`src/hdl/pcmfu_pkg.sv`:
```
// Shared types, width codes and sample formatting for the stereo PCM frame unpacker.
package pcmfu_pkg;

   // Sample width codes, as written to the width register
   localparam logic [1:0] WIDTH_16 = 2'd0;
   localparam logic [1:0] WIDTH_24 = 2'd1;
   localparam logic [1:0] WIDTH_32 = 2'd2;

   localparam int unsigned FrameMaxBytes = 8;
   localparam int unsigned QueueDepth    = 2;

   // One completed frame: normalized width code and up to eight raw bytes
   typedef struct packed {
      logic [1:0]  width_code;
      logic [63:0] frame_data;
   } frame_type;

   // Fill state of the frame queue, seen by both sides
   typedef struct packed {
      logic full;
      logic empty;
   } queue_status_type;

   // Normalize a width code: the unused code acts as 16 bits
   function automatic logic [1:0] pcmfu_norm_width(input logic [1:0] code);
      logic [1:0] result;
      case (code)
         WIDTH_24: result = WIDTH_24;
         WIDTH_32: result = WIDTH_32;
         default:  result = WIDTH_16;
      endcase
      return result;
   endfunction

   // Index of the last byte of a frame for a given width code
   function automatic logic [2:0] pcmfu_last_index(input logic [1:0] code);
      logic [2:0] result;
      case (code)
         WIDTH_24: result = 3'd5;
         WIDTH_32: result = 3'd7;
         default:  result = 3'd3;
      endcase
      return result;
   endfunction

   // Left-justify both samples: right in the upper half, left in the lower
   function automatic logic [63:0] pcmfu_format(input frame_type frame);
      logic [63:0] b;
      logic [31:0] left;
      logic [31:0] right;
      b = frame.frame_data;
      case (frame.width_code)
         WIDTH_24: begin
            left  = {b[23:16], b[15:8], b[7:0], 8'h00};
            right = {b[47:40], b[39:32], b[31:24], 8'h00};
         end
         WIDTH_32: begin
            left  = b[31:0];
            right = b[63:32];
         end
         default: begin
            left  = {b[15:8], b[7:0], 16'h0000};
            right = {b[31:24], b[23:16], 16'h0000};
         end
      endcase
      return {right, left};
   endfunction

endpackage

```
`src/hdl/pcmfu_front.sv`:
```
// Front end: accepts payload bytes, tracks the frame position and emits completed frames.
module pcmfu_front (
   input  logic                      clock,
   input  logic                      reset,
   input  logic                      req_tvalid,
   output logic                      req_tready,
   input  logic [7:0]                req_tdata,   // [7:0] data_byte
   input  logic                      req_tlast,   // end_of_packet
   input  logic                      csr_wr_en,
   input  logic [1:0]                csr_wr_data, // sample_width_mode
   input  pcmfu_pkg::queue_status_type queue_status,
   output logic                      push_valid,
   output pcmfu_pkg::frame_type      push_frame
);
   import pcmfu_pkg::*;

   logic [1:0] width_ff;
   logic [1:0] width_in;
   logic [2:0] pos_ff;
   logic [2:0] pos_in;
   logic [7:0] bytes_ff [FrameMaxBytes-1];
   logic       accept;
   logic [2:0] last_idx;
   logic       complete;

   assign req_tready = !queue_status.full;
   assign accept     = req_tvalid && req_tready;
   assign last_idx   = pcmfu_last_index(width_ff);
   assign complete   = (pos_ff >= last_idx);

   // Assemble the frame: stored bytes, with this request as the last byte
   always_comb begin
      for (int i = 0; i < FrameMaxBytes - 1; i++) begin
         if (3'(i) == last_idx) begin
            push_frame.frame_data[8*i +: 8] = req_tdata;
         end else begin
            push_frame.frame_data[8*i +: 8] = bytes_ff[i];
         end
      end
      if (last_idx == 3'(FrameMaxBytes - 1)) begin
         push_frame.frame_data[63:56] = req_tdata;
      end else begin
         push_frame.frame_data[63:56] = 8'h00;
      end
      push_frame.width_code = pcmfu_norm_width(width_ff);
   end

   assign push_valid = accept && complete;

   // Width register
   assign width_in = csr_wr_en ? csr_wr_data : width_ff;

   // Advance the position; restart on a completed frame or at packet end
   always_comb begin
      pos_in = pos_ff;
      if (accept) begin
         if (complete || req_tlast) begin
            pos_in = 3'd0;
         end else begin
            pos_in = pos_ff + 3'd1;
         end
      end
   end

   always_ff @(posedge clock) begin
      if (reset) begin
         width_ff <= WIDTH_16;
         pos_ff   <= 3'd0;
      end else begin
         width_ff <= width_in;
         pos_ff   <= pos_in;
      end
   end

   // Store a byte of an open frame
   always_ff @(posedge clock) begin
      if (accept && !complete) begin
         bytes_ff[pos_ff] <= req_tdata;
      end
   end

   // A completed frame restarts the position
   a_frame_restart: assert property (@(posedge clock) disable iff (reset)
      push_valid |=> pos_ff == 3'd0)
      else $error("position not cleared after a completed frame");

   // Packet end always restarts the frame
   a_eop_restart: assert property (@(posedge clock) disable iff (reset)
      accept && req_tlast |=> pos_ff == 3'd0)
      else $error("position not cleared at packet end");

endmodule

```
`src/hdl/pcmfu_queue.sv`:
```
// Short frame queue between the front end and the output stage.
module pcmfu_queue (
   input  logic                        clock,
   input  logic                        reset,
   input  logic                        push_valid,
   input  pcmfu_pkg::frame_type        push_frame,
   input  logic                        pop,
   output pcmfu_pkg::frame_type        head_frame,
   output pcmfu_pkg::queue_status_type queue_status
);
   import pcmfu_pkg::*;

   localparam int unsigned PtrWidth = $clog2(QueueDepth);

   frame_type             entry_ff [QueueDepth];
   logic [PtrWidth-1:0]   wr_ptr_ff;
   logic [PtrWidth-1:0]   wr_ptr_in;
   logic [PtrWidth-1:0]   rd_ptr_ff;
   logic [PtrWidth-1:0]   rd_ptr_in;
   logic [PtrWidth:0]     count_ff;
   logic [PtrWidth:0]     count_in;
   logic                  do_push;
   logic                  do_pop;

   assign queue_status.full  = (count_ff == (PtrWidth+1)'(QueueDepth));
   assign queue_status.empty = (count_ff == '0);
   assign do_push = push_valid && !queue_status.full;
   assign do_pop  = pop && !queue_status.empty;
   assign head_frame = entry_ff[rd_ptr_ff];

   // Advance pointers and occupancy
   always_comb begin
      wr_ptr_in = do_push ? wr_ptr_ff + 1'b1 : wr_ptr_ff;
      rd_ptr_in = do_pop ? rd_ptr_ff + 1'b1 : rd_ptr_ff;
      count_in  = count_ff;
      if (do_push && !do_pop) begin
         count_in = count_ff + 1'b1;
      end else if (!do_push && do_pop) begin
         count_in = count_ff - 1'b1;
      end
   end

   always_ff @(posedge clock) begin
      if (reset) begin
         wr_ptr_ff <= '0;
         rd_ptr_ff <= '0;
         count_ff  <= '0;
      end else begin
         wr_ptr_ff <= wr_ptr_in;
         rd_ptr_ff <= rd_ptr_in;
         count_ff  <= count_in;
      end
   end

   always_ff @(posedge clock) begin
      if (do_push) begin
         entry_ff[wr_ptr_ff] <= push_frame;
      end
   end

   // No frame may be offered while the queue is full
   a_no_overflow: assert property (@(posedge clock) disable iff (reset)
      queue_status.full |-> !push_valid)
      else $error("frame pushed into full queue");

   // Occupancy rises by one on a push without a pop
   a_count_step: assert property (@(posedge clock) disable iff (reset)
      do_push && !do_pop |=> count_ff == $past(count_ff) + 1'b1)
      else $error("queue count did not advance");

endmodule

```
`src/hdl/pcmfu_back.sv`:
```
// Output stage: formats queued frames into left-justified samples and holds the response.
module pcmfu_back (
   input  logic                        clock,
   input  logic                        reset,
   input  pcmfu_pkg::frame_type        head_frame,
   input  pcmfu_pkg::queue_status_type queue_status,
   output logic                        pop,
   output logic                        rsp_tvalid,
   input  logic                        rsp_tready,
   output logic [63:0]                 rsp_tdata  // [31:0] left_sample, [63:32] right_sample
);
   import pcmfu_pkg::*;

   logic        valid_ff;
   logic        valid_in;
   logic [63:0] data_ff;
   logic        load;

   // Refill the output register when empty or when the response is taken
   assign load     = !valid_ff || rsp_tready;
   assign pop      = load && !queue_status.empty;
   assign valid_in = load ? !queue_status.empty : valid_ff;

   always_ff @(posedge clock) begin
      if (reset) begin
         valid_ff <= 1'b0;
      end else begin
         valid_ff <= valid_in;
      end
   end

   always_ff @(posedge clock) begin
      if (pop) begin
         data_ff <= pcmfu_format(head_frame);
      end
   end

   assign rsp_tvalid = valid_ff;
   assign rsp_tdata  = data_ff;

   // A pop always leaves a response waiting
   a_pop_fills: assert property (@(posedge clock) disable iff (reset)
      pop |=> valid_ff)
      else $error("popped frame not presented");

endmodule

```
`src/hdl/pcm_stereo_frame_unpacker.sv`:
```
// Top level of the stereo PCM frame unpacker.
//
// Usage:
//   The request channel (req_*) takes one byte of a little-endian interleaved
//   stereo PCM payload per transfer, with req_tlast on the last byte of the
//   packet. The response channel (rsp_*) gives one transfer per complete
//   frame: left sample in rsp_tdata[31:0], right in rsp_tdata[63:32], both
//   left-justified to signed 32 bits. csr_wr_en/csr_wr_data set the sample
//   width (0: 16 bits, 1: 24 bits, 2: 32 bits, 3: 16 bits); write only while
//   idle. A partial frame open at packet end is dropped.
// Timing:
//   One byte per clock while the queue is not full. A frame's last accepted
//   byte writes it into a two-entry frame queue; the output register loads
//   it from the queue once empty or once its held response is taken.
// Reset:
//   Synchronous; clears the width to 16 bits, the frame position, the queue
//   and the response valid. A stalled response holds while bytes keep
//   flowing; bytes stall only once the queue and output register are full.
module pcm_stereo_frame_unpacker (
   input  logic        clock,
   input  logic        reset,
   input  logic        req_tvalid,
   output logic        req_tready,
   input  logic [7:0]  req_tdata,   // [7:0] data_byte
   input  logic        req_tlast,   // end_of_packet
   output logic        rsp_tvalid,
   input  logic        rsp_tready,
   output logic [63:0] rsp_tdata,   // [31:0] left_sample, [63:32] right_sample
   input  logic        csr_wr_en,
   input  logic [1:0]  csr_wr_data  // sample_width_mode
);
   import pcmfu_pkg::*;

   logic             push_valid;
   frame_type        push_frame;
   frame_type        head_frame;
   logic             pop;
   queue_status_type queue_status;

   pcmfu_front u_front (
      .clock        (clock),
      .reset        (reset),
      .req_tvalid   (req_tvalid),
      .req_tready   (req_tready),
      .req_tdata    (req_tdata),
      .req_tlast    (req_tlast),
      .csr_wr_en    (csr_wr_en),
      .csr_wr_data  (csr_wr_data),
      .queue_status (queue_status),
      .push_valid   (push_valid),
      .push_frame   (push_frame)
   );

   pcmfu_queue u_queue (
      .clock        (clock),
      .reset        (reset),
      .push_valid   (push_valid),
      .push_frame   (push_frame),
      .pop          (pop),
      .head_frame   (head_frame),
      .queue_status (queue_status)
   );

   pcmfu_back u_back (
      .clock        (clock),
      .reset        (reset),
      .head_frame   (head_frame),
      .queue_status (queue_status),
      .pop          (pop),
      .rsp_tvalid   (rsp_tvalid),
      .rsp_tready   (rsp_tready),
      .rsp_tdata    (rsp_tdata)
   );

endmodule

```
`config.mk`:
```
export PLATFORM = sky130hd
export DESIGN_NAME = pcm_stereo_frame_unpacker
export DESIGN_NICKNAME = d
export VERILOG_FILES = /design/src/hdl/pcmfu_pkg.sv /design/src/hdl/pcmfu_front.sv /design/src/hdl/pcmfu_queue.sv /design/src/hdl/pcmfu_back.sv /design/src/hdl/pcm_stereo_frame_unpacker.sv
export SDC_FILE = /design/constraint.sdc
export NUM_CORES = 1
export LEC_CHECK = 0
export BUFFER_PORTS_ARGS = -buffer_cell sky130_fd_sc_hd__buf_4
export CELL_PAD_IN_SITES_DETAIL_PLACEMENT = 1
export CELL_PAD_IN_SITES_GLOBAL_PLACEMENT = 1
export CORE_MARGIN = 2
export CORE_UTILIZATION = 55
export CTS_CLUSTER_SIZE = 20
export DETAILED_ROUTE_END_ITERATION = 12
export PLACE_DENSITY = 0.91
export SLEW_MARGIN = 20
export SYNTH_ARGS = -nofsm -noshare
export SYNTH_HDL_FRONTEND = slang
export SYNTH_SLANG_ARGS = --single-unit
```
`constraint.sdc`:
```
create_clock -name clock -period 17.8 [get_ports clock]
set_clock_uncertainty 0.05 [all_clocks]
set_input_delay 1.78 -clock clock [delete_from_list [all_inputs] [get_ports clock]]
set_output_delay 1.78 -clock clock [all_outputs]
set_load 0.02 [all_outputs]
```
==> out/qor.csv <==
stage;metric;value;unit
cts;CTS Buf Count;26;
place;PortBufs;81;
worst_hold_path;Hold Path Class;reg2reg;
global_routing;Total GRT Usage;0.275;
status;status;finished clean;
synth;Cells after Synth;589;
cells_and_area;ANT cells;0;
setup_path;Worst Path Required;17.90;ns
drt;drt drc;0;
floorplanning;initial core utilization;0.565;
cells_and_area;nets@finish;705;
global_routing;largest net degree at the start of global routing;67;
timing;Slew Viols, Final;0;
setup_path;Worst Setup SP;u_front.width_ff[0];
timing;RSZ-0062 raised after global routing;false;
setup_path;CP Class;reg2reg;
cells_and_area;Synth-to-Final Area Change;16.5;%
timing;Final Critical Period;3.45;ns
cells_and_area;fill count;1554;
floorplanning;Core Region;18100;um^2
cts;Clk Latency, worst-skew pair;0.53;ns
setup_path;Worst setup EP type;flip-flop;
power;Leak;4.14;nW
power;Pwr per Cell Area;153;nW/um^2
timing;Hold WS;0.398;ns
cts;post-CTS setup repair buffer count;0;
floorplanning;Die Y-Extent;140;um
synth;Post-Syn Area;10200;um^2
cts;deepest clock path buffer count;3;
drt;WL per Instance;29.1;um
power;peak supply drop;0.117;mV
cts;CTS tree;yes;
cts;Root Driver;clkbuf_16;
global_routing;initial antenna violation count;0;
timing;final hold viol count;0;
drt;Iter 0 DRT Violations;607;
cts;Clock Sinks;263;
synth;Yosys cell types;37;
cts;H-tree Lvls;1;
place;RePlAce Congestion;0.817;
worst_hold_path;HP Start;u_front.bytes_ff[0][0];
place;post-DP HPWL;15.4;mm
cells_and_area;Finished Core Util;0.658;
synth;post-synthesis sequential area ratio;0.760;
drt;Post-Route WL;27.0;mm
timing;Setup Viol. Count Final;0;
floorplanning;Core Rows;49;
timing;Fmax achieved;290;MHz
synth;Avg Inst Size Synth;17.4;um^2
timing;setup tns final;0;ns
drt;Pre-Repair DR Iteration Count;7;
synth;synthesized flop and latch total;263;
place;pre-CTS WS;13.99;ns
run;MaxCap Viol Count;0;
cts;Hold Buf Count CTS;0;
timing;period utilization;0.194;
global_routing;first-pass GRT wire length;39.6;mm
drt;via/cell ratio;6.16;
synth;Ys Warns;0;
power;Overall Power;0.00183;W
setup_path;worst-path maximum fanout;10;
global_routing;gr ovfl total;0;
drt;routed vias;5707;
cts;clock slew at reported path FFs;0.07;ns
timing;Rel. slew slack;0.351;
cts;# resized after CTS;0;
floorplanning;die area;19700;um^2
synth;Net Count, Synth;615;
setup_path;reg2reg start;u_front.width_ff[0];
timing;post-route setup slack;14.35;ns
setup_path;Arr. time, crit path;3.55;ns
drt;Antenna Nets Post-Route;0;
setup_path;CP Launch Type;flip-flop;
global_routing;vias in the first global route;6112;
floorplanning;IO Count;82;
floorplanning;floorplan die width;140;um
timing;Worst-Margin Slew;0.973;ns
cells_and_area;layout cells sized above 1;0.282;
==> state kept, by name, summed over array words and instances, names as in the netlist, named ones only <==
signal             flops
u_back.rsp_tdata      64
u_back.rsp_tvalid      1
u_front.bytes_ff      56
u_front.pos_ff         3
u_front.width_ff       2
u_queue.count_ff       2
u_queue.entry_ff     132
u_queue.rd_ptr_ff      1
u_queue.wr_ptr_ff      1
==> layout by cell type (no fill, tap or decap), drive strengths merged <==
cell | synthesis | layout
nor3 | 4 | 4
xor2 | 2 | 2
nor2b | 12 | 12
o22ai | 11 | 11
nand4b | 1 | 1
clkinv | 0 | 11
edfxtp | 252 | 252
bufinv | 0 | 3
clkinvlp | 0 | 2
o21a | 3 | 3
o21ai | 13 | 13
dfxtp | 11 | 11
ha | 10 | 10
nor4 | 1 | 1
a221oi | 18 | 18
a21oi | 30 | 30
or3 | 1 | 1
mux2 | 69 | 69
buf | 13 | 89
a211oi | 8 | 8
nand3 | 2 | 2
nand3b | 3 | 3
nand2b | 11 | 11
xnor2 | 2 | 2
o311a | 1 | 1
and2 | 12 | 12
and3 | 1 | 1
inv | 19 | 20
clkbuf | 14 | 30
nand2 | 15 | 15
mux2i | 26 | 26
nor2 | 23 | 23
a31oi | 1 | 1
==> worst paths after layout <==
kind	to	slack (ns)	cells past startpoint
worst max-delay path	u_front.bytes_ff[2][5]	14.35	7
worst min-delay path	u_queue.entry_ff[0][0]	0.40	0
worst max register to register	u_front.bytes_ff[2][5]	14.35	7
worst min register to register	u_queue.entry_ff[0][0]	0.40	0
==> where the power goes <==
part / switching (W) / internal, W / total [W]
clock network: 0.000232 / 0.000320 / 0.000552
logic: 0.000291 / 0.000165 / 0.000456
registers: 0.0000378 / 0.000780 / 0.000818
total: 0.000561 / 0.00127 / 0.00183
==> layer usage <==
layer | vias up | wire [um] | GRT usage
li1 | 2456 | - | -
met1 | 2898 | 10200 | 0.340
met2 | 284 | 14000 | 0.482
met3 | 69 | 1780 | 0.0503
met4 | 0 | 982 | 0.109
met5 | - | 0 | 0
==> Yosys cell counts, drive strengths merged <==
cell type / number / share of area
a211oi: 8 / 0.0059
a21oi: 30 / 0.015
a221oi: 18 / 0.018
a31oi: 1 / 0.00061
and2: 12 / 0.0073
and3: 1 / 0.00061
buf: 13 / 0.0093
clkbuf: 14 / 0.0051
dfxtp: 11 / 0.021
edfxtp: 252 / 0.74
ha: 10 / 0.012
inv: 19 / 0.0070
mux2: 69 / 0.079
mux2i: 26 / 0.025
nand2: 15 / 0.0055
nand2b: 11 / 0.0067
nand3: 2 / 0.00098
nand3b: 3 / 0.0022
nand4b: 1 / 0.00085
nor2: 23 / 0.0084
nor2b: 12 / 0.0073
nor3: 4 / 0.0020
nor4: 1 / 0.0012
o21a: 3 / 0.0022
o21ai: 13 / 0.0063
o22ai: 11 / 0.0067
o311a: 1 / 0.00098
or3: 1 / 0.00061
xnor2: 2 / 0.0017
xor2: 2 / 0.0017
==> per-stage QoR <==
step	area, um^2	cells
floorplan	10200	589
global placement	11100	879
detailed placement	11100	879
CTS	11900	926
global route	11900	927
finish	11900	927
==> area by class of cell <==
cell class / instances / area [um^2] / share of cell area
Clock buffer: 30 / 687 / 0.0575
Clock inverter: 17 / 161 / 0.0135
Inverter: 19 / 71.3 / 0.00597
Multi-Input combinational cell: 280 / 2250 / 0.189
Sequential cell: 263 / 7790 / 0.653
Tap cell: 229 / 287 / 0.0240
Timing Repair Buffer: 89 / 688 / 0.0576
==> cells by family after synthesis <==
family,after synthesis,share of synthesized area
simple gates,86,0.0437
compound gates,85,0.0552
flops,263,0.760
xor+xnor,4,0.00342
fa+ha+maj,10,0.0122
mux,95,0.104
buf+inv,46,0.0214
==> worst max-delay path, stage by stage, from the launching register on <==
cell and delay, ns:
dfxtp_1 0.38, inv_1 0.08, ha_1 0.55, ha_1 0.32
and3_1 0.21, nor3_1 0.43, nand3b_1 0.28, nor2_1 0.76
(Power assumes the default switching activity.)
